### config.mk
export PLATFORM = sky130hd
export DESIGN_NAME = tcw_cursor
export DESIGN_NICKNAME = d
export VERILOG_FILES = /design/src/rtl/core/text_console_writer_defines.svh /design/src/rtl/core/tcw_pkg.sv /design/src/rtl/core/tcw_cursor.sv
export SDC_FILE = /design/constraint.sdc
export NUM_CORES = 1
export LEC_CHECK = 0
export ABC_AREA = 1
export BUFFER_PORTS_ARGS = -buffer_cell sky130_fd_sc_hd__buf_4
export CAP_MARGIN = 20
export CORE_ASPECT_RATIO = 2
export CORE_MARGIN = 1.5
export CORE_UTILIZATION = 63
export CTS_CLUSTER_SIZE = 10
export DETAILED_ROUTE_END_ITERATION = 10
export PLACE_DENSITY_LB_ADDON = 0.2
export SYNTH_ARGS = -nofsm -noshare
export SYNTH_HDL_FRONTEND = slang
export SYNTH_SLANG_ARGS = --single-unit
### constraint.sdc
create_clock -name clk -period 5.28 [get_ports clk]
set_clock_uncertainty 0.05 [all_clocks]
set_input_delay 0.792 -clock clk [delete_from_list [all_inputs] [get_ports clk]]
set_output_delay 0.792 -clock clk [all_outputs]
set_load 0.05 [all_outputs]
### src/rtl/core/text_console_writer_defines.svh
// Assertion macros shared by the text console writer RTL.
`ifndef TEXT_CONSOLE_WRITER_DEFINES_SVH
`define TEXT_CONSOLE_WRITER_DEFINES_SVH

// Same-cycle implication, sampled on clk and disabled while rst_n is low.
`define TCW_ASSERT_IMPLIES(label, ante, cons) \
    label: assert property (@(posedge clk) disable iff (!rst_n) (ante) |-> (cons)) \
        else $error("text_console_writer: assertion failed");

// Next-cycle implication, sampled on clk and disabled while rst_n is low.
`define TCW_ASSERT_NEXT(label, ante, cons) \
    label: assert property (@(posedge clk) disable iff (!rst_n) (ante) |=> (cons)) \
        else $error("text_console_writer: assertion failed");

`endif

### src/rtl/core/tcw_pkg.sv
// Shared types, codes and constants of the text console writer.
`timescale 1ns / 1ps
`default_nettype none

package tcw_pkg;

    localparam int SCREEN_COLUMNS_DEF = 80;
    localparam int SCREEN_CELLS_DEF   = 2000;
    localparam int TAB_STOP_DEF       = 8;

    // Row accumulator width while a set-cursor request is normalized.
    localparam int SET_ROW_W = 6;

    localparam logic [7:0] ATTR_GREEN     = 8'h0A;
    localparam logic [7:0] SPACE_CODE     = 8'h20;
    localparam logic [7:0] CHAR_BACKSPACE = 8'h08;
    localparam logic [7:0] CHAR_TAB       = 8'h09;
    localparam logic [7:0] CHAR_NEWLINE   = 8'h0A;
    localparam logic [15:0] BLANK_CELL    = {ATTR_GREEN, SPACE_CODE};

    typedef enum logic [2:0] {
        OP_PUT_CHAR   = 3'd0,
        OP_PUT_RAW    = 3'd1,
        OP_SET_CURSOR = 3'd2,
        OP_CLEAR      = 3'd3,
        OP_READ       = 3'd4
    } tcw_op_t;

    typedef enum logic [2:0] {
        ST_INIT,
        ST_IDLE,
        ST_EXEC,
        ST_FILL,
        ST_SET,
        ST_CLEAR,
        ST_READ,
        ST_DONE
    } tcw_state_t;

    typedef struct packed {
        logic [2:0]  op;
        logic [7:0]  char_code;
        logic [7:0]  color;
        logic [6:0]  column;
        logic [4:0]  row;
        logic [10:0] cell_address;
    } tcw_in_t;

    typedef struct packed {
        logic [6:0]  cursor_column;
        logic [4:0]  cursor_row;
        logic [15:0] read_cell;
    } tcw_out_t;

    // Commands from the sequencer to the cursor unit.
    typedef struct packed {
        logic home;
        logic advance;
        logic retreat;
        logic set_start;
    } tcw_cur_cmd_t;

endpackage

`default_nettype wire

### src/rtl/core/tcw_cursor.sv
// Cursor unit: linear position with column, row and tab phase kept in step.
`timescale 1ns / 1ps
`default_nettype none

module tcw_cursor #(
    parameter int SCREEN_COLUMNS = tcw_pkg::SCREEN_COLUMNS_DEF,
    parameter int SCREEN_CELLS   = tcw_pkg::SCREEN_CELLS_DEF,
    parameter int TAB_STOP       = tcw_pkg::TAB_STOP_DEF,
    localparam int PW = $clog2(SCREEN_CELLS + 1),
    localparam int AW = $clog2(SCREEN_CELLS),
    localparam int CW = $clog2(SCREEN_COLUMNS),
    localparam int RW = $clog2(SCREEN_CELLS / SCREEN_COLUMNS + 2),
    localparam int TW = $clog2(TAB_STOP)
) (
    input  wire logic                 clk,
    input  wire logic                 rst_n,
    input  wire tcw_pkg::tcw_cur_cmd_t cmd,
    input  wire logic [4:0]           set_row,
    input  wire logic [6:0]           set_column,
    output logic      [PW-1:0]        pos,
    output logic      [CW-1:0]        col,
    output logic      [RW-1:0]        row,
    output logic      [TW-1:0]        tab,
    output logic      [AW-1:0]        adv_addr,
    output logic      [AW-1:0]        back_addr,
    output logic                      set_done
);

    localparam int SET_W    = $clog2(31 * SCREEN_COLUMNS + 128);
    localparam int RECIP_SH = SET_W + TW + 1;
    localparam int RECIP    = (2 ** RECIP_SH + TAB_STOP - 1) / TAB_STOP;
    localparam int PROD_W   = SET_W + RECIP_SH;
    localparam int END_ROW  = SCREEN_CELLS / SCREEN_COLUMNS;
    localparam int END_COL  = SCREEN_CELLS % SCREEN_COLUMNS;
    localparam int END_TAB  = SCREEN_CELLS % TAB_STOP;

    logic [PW-1:0] pos_reg, pos_next;
    logic [CW-1:0] col_reg, col_next;
    logic [RW-1:0] row_reg, row_next;
    logic [TW-1:0] tab_reg, tab_next;

    logic [SET_W-1:0]             p_reg, p_next;
    logic [tcw_pkg::SET_ROW_W-1:0] rowacc_reg, rowacc_next;
    logic [6:0]                   colrem_reg, colrem_next;
    logic [SET_W-1:0]             quot_reg, quot_next;
    logic [1:0]                   step_cnt_reg, step_cnt_next;
    logic [TW-1:0]                rem_reg, rem_next;
    logic                         set_active_reg, set_active_next;

    logic          wrap;
    logic [PW-1:0] base_pos;
    logic [CW-1:0] base_col;
    logic [RW-1:0] base_row;
    logic [TW-1:0] base_tab;
    logic          col_last;
    logic          col_spill;
    logic [PROD_W-1:0] quot_prod;
    logic [SET_W-1:0]  quot_mul;
    logic              saturate;

    // A cursor at the end of the store wraps to zero before a cell is written.
    assign wrap     = (pos_reg == PW'(SCREEN_CELLS));
    assign base_pos = wrap ? '0 : pos_reg;
    assign base_col = wrap ? '0 : col_reg;
    assign base_row = wrap ? '0 : row_reg;
    assign base_tab = wrap ? '0 : tab_reg;
    assign col_last = (base_col == CW'(SCREEN_COLUMNS - 1));

    assign adv_addr  = AW'(base_pos);
    assign back_addr = AW'(pos_reg - 1'b1);

    // Set-cursor normalization: column spill by subtraction, tab phase by a
    // reciprocal multiply for the quotient and a multiply-back on the next cycle.
    assign col_spill = (32'(colrem_reg) >= 32'(SCREEN_COLUMNS));
    assign quot_prod = PROD_W'(p_reg) * PROD_W'(RECIP);
    assign quot_mul  = SET_W'(quot_reg) * SET_W'(TAB_STOP);
    assign saturate  = (32'(p_reg) > 32'(SCREEN_CELLS));
    assign set_done  = set_active_reg && (step_cnt_reg == '0) && !col_spill;

    // Next-state logic for the cursor and the normalization registers.
    always_comb
    begin
        pos_next        = pos_reg;
        col_next        = col_reg;
        row_next        = row_reg;
        tab_next        = tab_reg;
        p_next          = p_reg;
        rowacc_next     = rowacc_reg;
        colrem_next     = colrem_reg;
        quot_next       = quot_reg;
        step_cnt_next   = step_cnt_reg;
        rem_next        = rem_reg;
        set_active_next = set_active_reg;

        priority if (cmd.home)
        begin
            pos_next = '0;
            col_next = '0;
            row_next = '0;
            tab_next = '0;
        end
        else if (cmd.advance)
        begin
            pos_next = PW'(base_pos + 1'b1);
            col_next = col_last ? '0 : CW'(base_col + 1'b1);
            row_next = col_last ? RW'(base_row + 1'b1) : base_row;
            tab_next = (base_tab == TW'(TAB_STOP - 1)) ? '0 : TW'(base_tab + 1'b1);
        end
        else if (cmd.retreat)
        begin
            pos_next = PW'(pos_reg - 1'b1);
            if (col_reg == '0)
            begin
                col_next = CW'(SCREEN_COLUMNS - 1);
                row_next = RW'(row_reg - 1'b1);
            end
            else
            begin
                col_next = CW'(col_reg - 1'b1);
            end
            tab_next = (tab_reg == '0) ? TW'(TAB_STOP - 1) : TW'(tab_reg - 1'b1);
        end
        else if (cmd.set_start)
        begin
            p_next          = SET_W'(SET_W'(set_row) * SET_W'(SCREEN_COLUMNS)
                              + SET_W'(set_column));
            rowacc_next     = tcw_pkg::SET_ROW_W'(set_row);
            colrem_next     = set_column;
            step_cnt_next   = 2'd2;
            rem_next        = '0;
            set_active_next = 1'b1;
        end
        else if (set_active_reg)
        begin
            if (set_done)
            begin
                set_active_next = 1'b0;
                if (saturate)
                begin
                    pos_next = PW'(SCREEN_CELLS);
                    row_next = RW'(END_ROW);
                    col_next = CW'(END_COL);
                    tab_next = TW'(END_TAB);
                end
                else
                begin
                    pos_next = PW'(p_reg);
                    row_next = RW'(rowacc_reg);
                    col_next = CW'(colrem_reg);
                    tab_next = rem_reg;
                end
            end
            else
            begin
                if (col_spill)
                begin
                    colrem_next = 7'(colrem_reg - 7'(SCREEN_COLUMNS));
                    rowacc_next = tcw_pkg::SET_ROW_W'(rowacc_reg + 1'b1);
                end
                // First the quotient by the tab stop, then the remainder.
                if (step_cnt_reg == 2'd2)
                begin
                    quot_next     = SET_W'(quot_prod >> RECIP_SH);
                    step_cnt_next = 2'd1;
                end
                else if (step_cnt_reg == 2'd1)
                begin
                    rem_next      = TW'(p_reg - quot_mul);
                    step_cnt_next = 2'd0;
                end
            end
        end
    end

    // Cursor and control registers.
    always_ff @(posedge clk or negedge rst_n)
    begin
        if (!rst_n)
        begin
            pos_reg        <= '0;
            col_reg        <= '0;
            row_reg        <= '0;
            tab_reg        <= '0;
            step_cnt_reg   <= '0;
            set_active_reg <= 1'b0;
        end
        else
        begin
            pos_reg        <= pos_next;
            col_reg        <= col_next;
            row_reg        <= row_next;
            tab_reg        <= tab_next;
            step_cnt_reg   <= step_cnt_next;
            set_active_reg <= set_active_next;
        end
    end

    // Normalization working registers.
    always_ff @(posedge clk)
    begin
        p_reg      <= p_next;
        rowacc_reg <= rowacc_next;
        colrem_reg <= colrem_next;
        quot_reg   <= quot_next;
        rem_reg    <= rem_next;
    end

    assign pos = pos_reg;
    assign col = col_reg;
    assign row = row_reg;
    assign tab = tab_reg;

endmodule

`default_nettype wire

==> out/qor.csv, run 1 <==
metric;value;unit
drt_wl_total;11900;um
worst_pin_slew;985.1;ps
grt.total_usage;0.3200;
ys_warn_count;0;
worstSetupEndpointType;flop;
whs;365.9;ps
ys_seq_area_frac;0.3458;
dp.cells;779;
num_rows;43;
num-nets-final;737;
gp_congestion;0.9447;
clock_sinks;56;
worstPathRequired;5170;ps
clk_latency;310;ps
avgSynthCellArea;6.835;um^2
fmax;301.8;MHz
io_pins;67;
gr-total-overflow;0;
startpoint_type;input port;
setup_viol;0;
rr_startpoint;pos[0];
total_power;1.552;mW
ant_nets;0;
yosys_register_bits;56;
avgViaCountPerCell;5.897;
crit_type;input port to flop;
tns;0;ps
period_minus_slack;3314;ps
cts_setup_buffers;0;
fin_cells;787;
max_slew_margin;0.3408;
drt_first_pass_iters;6;
die-area;7595;um^2
status;complete, no violations;
syn_nets;691;
grt_pass1_wl;19090;um
drt_iter0_drc;356;
hold_path.class;input port to async pin;
tritoncts;yes;
die_width;62.38;um
yosysUniqueCellTypes;36;
die_h;121.8;um
dp_hpwl;8963;um
clock_path_buffers;2;
largest_reg_flops;12;
postSynthCellCount;650;
diodes;0;
p_leak;2.629;nW
max-cap-violations;0;
vdd_drop_max;245.7;uV
grt_max_degree;30;
routedWlPerCell;15.12;um
cts_root_buffer;clkbuf_16;
cts_max_level;2;
grt_pass1_vias;4388;
place_ws;1653;ps
period_share;0.6276;
worstSetupStartpoint;cmd[1];
rsz0062_at_grt;no;
core_area;6887;um^2
drive_above_1_share;0.1492;
hold_violations;0;
initial_utilization;0.6452;
numCtsBuffers;5;
fillers;613;
clk_pin_slew;80;ps
antenna_found_initial;0;
critical_path_arrival;3210;ps
crit_fanout;24;
num_vias;4641;
syn2layout_area_growth;14.16;%
syn_area;4443;um^2
worst_slack;1966;ps
p_per_area;306.0;nW/um^2
cts_resized;0;
drc;0;
port_buffers;66;
maxSlewViolCount;0;
ctsHoldBuffers;0;
[synthesized netlist by cell type]
master    number  share of area
inv_2          9         0.0076
o21bai_1       1         0.0017
nor3b_1        1         0.0017
nand3_1       49          0.055
nand3_2        2         0.0045
o21ai_0       37          0.042
o211ai_1       1         0.0017
a21oi_2        1         0.0020
nand4_2        2         0.0056
a21oi_1       25          0.028
edfxtp_1      27           0.18
fa_1           2         0.0090
nor2_4         3         0.0076
nor3_1         3         0.0034
dfrtp_1       29           0.16
buf_4          4         0.0068
nand2_4        2         0.0051
nand4_1        9          0.013
clkbuf_1      10         0.0084
buf_2          6         0.0068
a31oi_1        3         0.0042
o21ai_2        1         0.0020
o21ai_1        8         0.0090
xnor2_1        2         0.0039
nor2_1        71          0.060
nand2_2        5         0.0070
buf_6          4          0.010
ha_1          21          0.059
o22ai_1        4         0.0056
inv_1         75          0.063
buf_1          3         0.0025
nand2_1      207           0.17
nor4_2         1         0.0028
nor2_2         4         0.0056
xor2_1        17          0.034
clkinv_1       1        0.00084
[per-stage QoR]
stage / util / cell area [um^2]
6_report: 0.7366 / 5072
5_1_grt: 0.7366 / 5072
4_1_cts: 0.7366 / 5072
3_5_place_dp: 0.7111 / 4897
3_3_place_gp: 0.7111 / 4897
2_1_floorplan: - / 4443
[final timing paths]
kind                       slack [ps]               to  depth (start not counted)
min                               370           col[2]                          1
max in group asynchronous        4520           row[1]                          1
min in group clk                  500  step_cnt_reg[1]                          2
max reg2reg                      2370           row[2]                         17
min reg2reg                       500  step_cnt_reg[1]                          2
max                              1970    rowacc_reg[3]                          8
[layout make-up]
class,count,area (um^2),share of cell area
clock buffer,5,125.1,0.02467
clock inverter,3,50.05,0.009867
inverter,85,319.1,0.06290
multi-input combinational,482,2434,0.4798
sequential,56,1536,0.3029
tap,90,112.6,0.02220
timing repair buffer,66,495.5,0.09768
[worst max-delay path, stage by stage]
cell and delay, ps:
buf_4 180, inv_2 330, nand2_1 160, nor2_1 770
inv_1 170, a21oi_2 270, inv_2 70, nor2_1 470
[cells by family after synthesis]
family                   after synthesis  share of synthesized area
flip-flops                            56                     0.3458
AO/OA/AOI/OAI                         81                    0.09603
XOR/XNOR                              19                    0.03745
AND/OR/NAND/NOR                      359                     0.3461
adder cells (fa/ha/maj)               23                    0.06815
buffers and inverters                112                     0.1064
[layer usage]
metal,vias to the layer above,GRT usage,share of wire
li1,2163,-,-
met1,2170,0.3201,0.35
met2,239,0.5904,0.53
met3,69,0.04894,0.057
met4,0,0.2389,0.060
met5,-,0,0
[where the power goes]
| part | leakage (nW) | internal, mW | switching, mW |
|---|---|---|---|
| sequential | 0.614 | 0.497 | 0.0534 |
| clock | 0.0863 | 0.229 | 0.172 |
| combinational | 1.93 | 0.179 | 0.421 |
| total | 2.63 | 0.906 | 0.646 |
[cells in the final DEF, fill, tap and decap left out, drive strengths merged, types with 5 or more instances in the layout]
master / instances
clkbuf: 5
nand4: 11
ha: 21
o21ai: 46
nand2: 214
nand3: 51
xor2: 17
nor2: 78
buf: 66
edfxtp: 27
inv: 86
dfrtp: 29
a21oi: 26
Power figures use the tool's default switching activity.
==> inputs of run 2 (changes only) <==
Settings changed: ABC_AREA 1 to 0, CORE_UTILIZATION 63 to 58.
Clock period 5.28 ns to 3.05 ns, I/O delays scaled along.
==> out/qor.csv, run 2 <==
metric;value;unit;change
dp_hpwl;9684;um;+8.0%
die-area;7772;um^2;+2.3%
grt.total_usage;0.3361;;+0.01602
antenna_found_initial;0;;unchanged
synthTopCellsByCount;clkbuf_1 (32), nor2_1 (31), dfrtp_1 (29), edfxtp_1 (27), o21ai_0 (27);;
rsz0062_at_grt;no;;
fin_cells;618;;-21%
maxSlewViolCount;0;;unchanged
final_cell_mix;buf_4 (90), nor2_1 (30), dfrtp_1 (28);;
yosysTopAreaCell;edfxtp_1;;
drt_iter0_drc;263;;-26%
diodes;0;;unchanged
fmax;343.0;MHz;
period_share;0.9559;;
num_rows;43;;unchanged
muxShareOfSynthArea;0.01225;;+0.01225
max_slew_margin;0.5288;;+0.1880
setup_viol;0;;unchanged
yosys.area_share.simple;0.2186;;-0.1275
num_vias;3959;;-15%
port_buffers;66;;unchanged
ys_async_sr_fraction;0.5179;;unchanged
clock_sinks;56;;unchanged
routedWlPerCell;20.23;um;+34%
synth_top_area_share;0.1935;;+0.01106
cts_resized;0;;unchanged
p_leak;2.110;nW;-20%
grt_pass1_vias;3939;;-10%
yosysUniqueCellTypes;67;;+86%
gr-total-overflow;0;;unchanged
worstPathRequired;2540;ps;-2630 ps
startpoint_type;flop;;
rr_startpoint;pos[0];;
yosys_register_bits;56;;unchanged
avgViaCountPerCell;6.406;;+8.6%
ant_nets;0;;unchanged
syn_area;4189;um^2;-5.7%
cts_root_buffer;clkbuf_16;;
synth-edff-count;27;;unchanged
largest_reg_flops;12;;unchanged
initial_utilization;0.6036;;-0.04160
postSynthCellCount;468;;-28%
clk_latency;300;ps;about the same
syn_nets;509;;-26%
fillers;557;;-9.1%
synth_top_family_by_area;simple AND/OR/NAND/NOR gates;;
worstSetupEndpointType;output port;;
io_pins;67;;unchanged
tritoncts;yes;;
core_area;6940;um^2;+0.78%
ys_seq_area_frac;0.3668;;+0.02097
clock_path_buffers;2;;unchanged
whs;42.64;ps;-323.3 ps
synth_compound_area_frac;0.2061;;+0.1101
cts_setup_buffers;0;;unchanged
cts_max_level;2;;unchanged
grt_pass1_wl;19850;um;+4.0%
clk_pin_slew;70;ps;about the same
ys_warn_count;0;;unchanged
worst_pin_slew;696.9;ps;-288.2 ps
numCtsBuffers;5;;unchanged
layout_commonest_cell;buf_4;;
tns;0;ps;unchanged
num-nets-final;568;;-23%
max-cap-violations;0;;unchanged
crit_fanout;13;;-46%
gp_congestion;0.9946;;+5.3%
drt_first_pass_iters;5;;-1
reg2regPathDepth;11;;-6
die_h;123.2;um;+1.2%
avgSynthCellArea;8.951;um^2;+31%
r2r-end;row[0];;
crit_type;flop to output port;;
ctsHoldBuffers;0;;unchanged
dp.cells;610;;-22%
drc;0;;unchanged
synth_ff_type;dfrtp_1;;
die_width;63.10;um;+1.1%
syn2layout_area_growth;19.62;%;
yosysMostFrequentCell;clkbuf_1;;
vdd_drop_max;550.2;uV;+120%
drive_above_1_share;0.2159;;+0.06670
grt_max_degree;34;;+13%
total_power;3.028;mW;+95%
synth-xor-area-share;0.06272;;+0.02527
drt_wl_total;12500;um;+5.1%
rrSetupSlack;160;ps;-2210 ps
period_minus_slack;2916;ps;
hold_path.class;input port to async pin;;
critical_path_arrival;2410;ps;-800 ps
hold_violations;0;;unchanged
status;complete, no violations;;
synth_fa_ha_area_frac;0.07228;;+0.004132
p_per_area;604.3;nW/um^2;+98%
synthTopCellsByArea;edfxtp_1 (19%), dfrtp_1 (17%), ha_1 (6.3%), xnor2_1 (3.3%), o21ai_0 (3.2%);;
-- run 2: worst max-delay path, cell delays in order (launching register included) --
cell and delay, ps:
dfrtp_2 420, clkinvlp_4 90, ha_4 140, or3b_1 400, buf_4 200, or3_4 460
and2_1 200, buf_4 190
-- run 2: worst max-delay path by stage --
stage,from,endpoint,depth (start not counted)
floorplan,pos[0],row[0],15
global placement,pos[1],row[0],11
detailed placement,pos[0],row[0],11
CTS,pos[0],back_addr[8],7
global route,pos[1],row[0],11
finish,pos[0],adv_addr[8],7
-- run 2: cell families after synthesis --
family / Yosys count
adders and majority gates: 23
AOI/OAI and AO/OA: 122
xor gates and xnor gates: 30
and+or+nand+nor: 169
muxes: 5
buffers and inverters: 63
DFF: 56
-- run 2: final cells by class --
cell class	instances	area, um^2	share of cell area
Clock buffer	6	128.9	0.02572
Multi-Input combinational cell	349	2442	0.4874
Timing Repair Buffer	90	675.6	0.1348
Clock inverter	2	16.27	0.003246
Sequential cell	56	1538	0.3069
Tap cell	90	112.6	0.02247
Inverter	25	97.59	0.01948
-- run 2: layer usage --
layer | vias up | part of all wire | wire (um) | global-route usage
met1 | 1893 | 0.34 | 4204 | 0.3308
met3 | 40 | 0.063 | 785 | 0.05460
li1 | 1841 | - | - | -
met5 | - | 0 | 0 | 0
met2 | 185 | 0.55 | 6932 | 0.6489
met4 | 0 | 0.046 | 581 | 0.1917
-- run 2: power by group --
group          total, mW  switching, mW  internal (mW)
logic               1.43          0.933          0.502
registers           1.00          0.120          0.883
clock network      0.591          0.282          0.309
-- run 2: per-stage QoR --
step / setup slack, ps / instance area [um^2] / util
finish: 134.4 / 5011 / 0.7220
global placement: 249.5 / 4861 / 0.7004
global route: 6.650 / 5011 / 0.7220
detailed placement: 199.9 / 4861 / 0.7004
CTS: 100.5 / 5006 / 0.7213
floorplan: -487.7 / 4257 / -
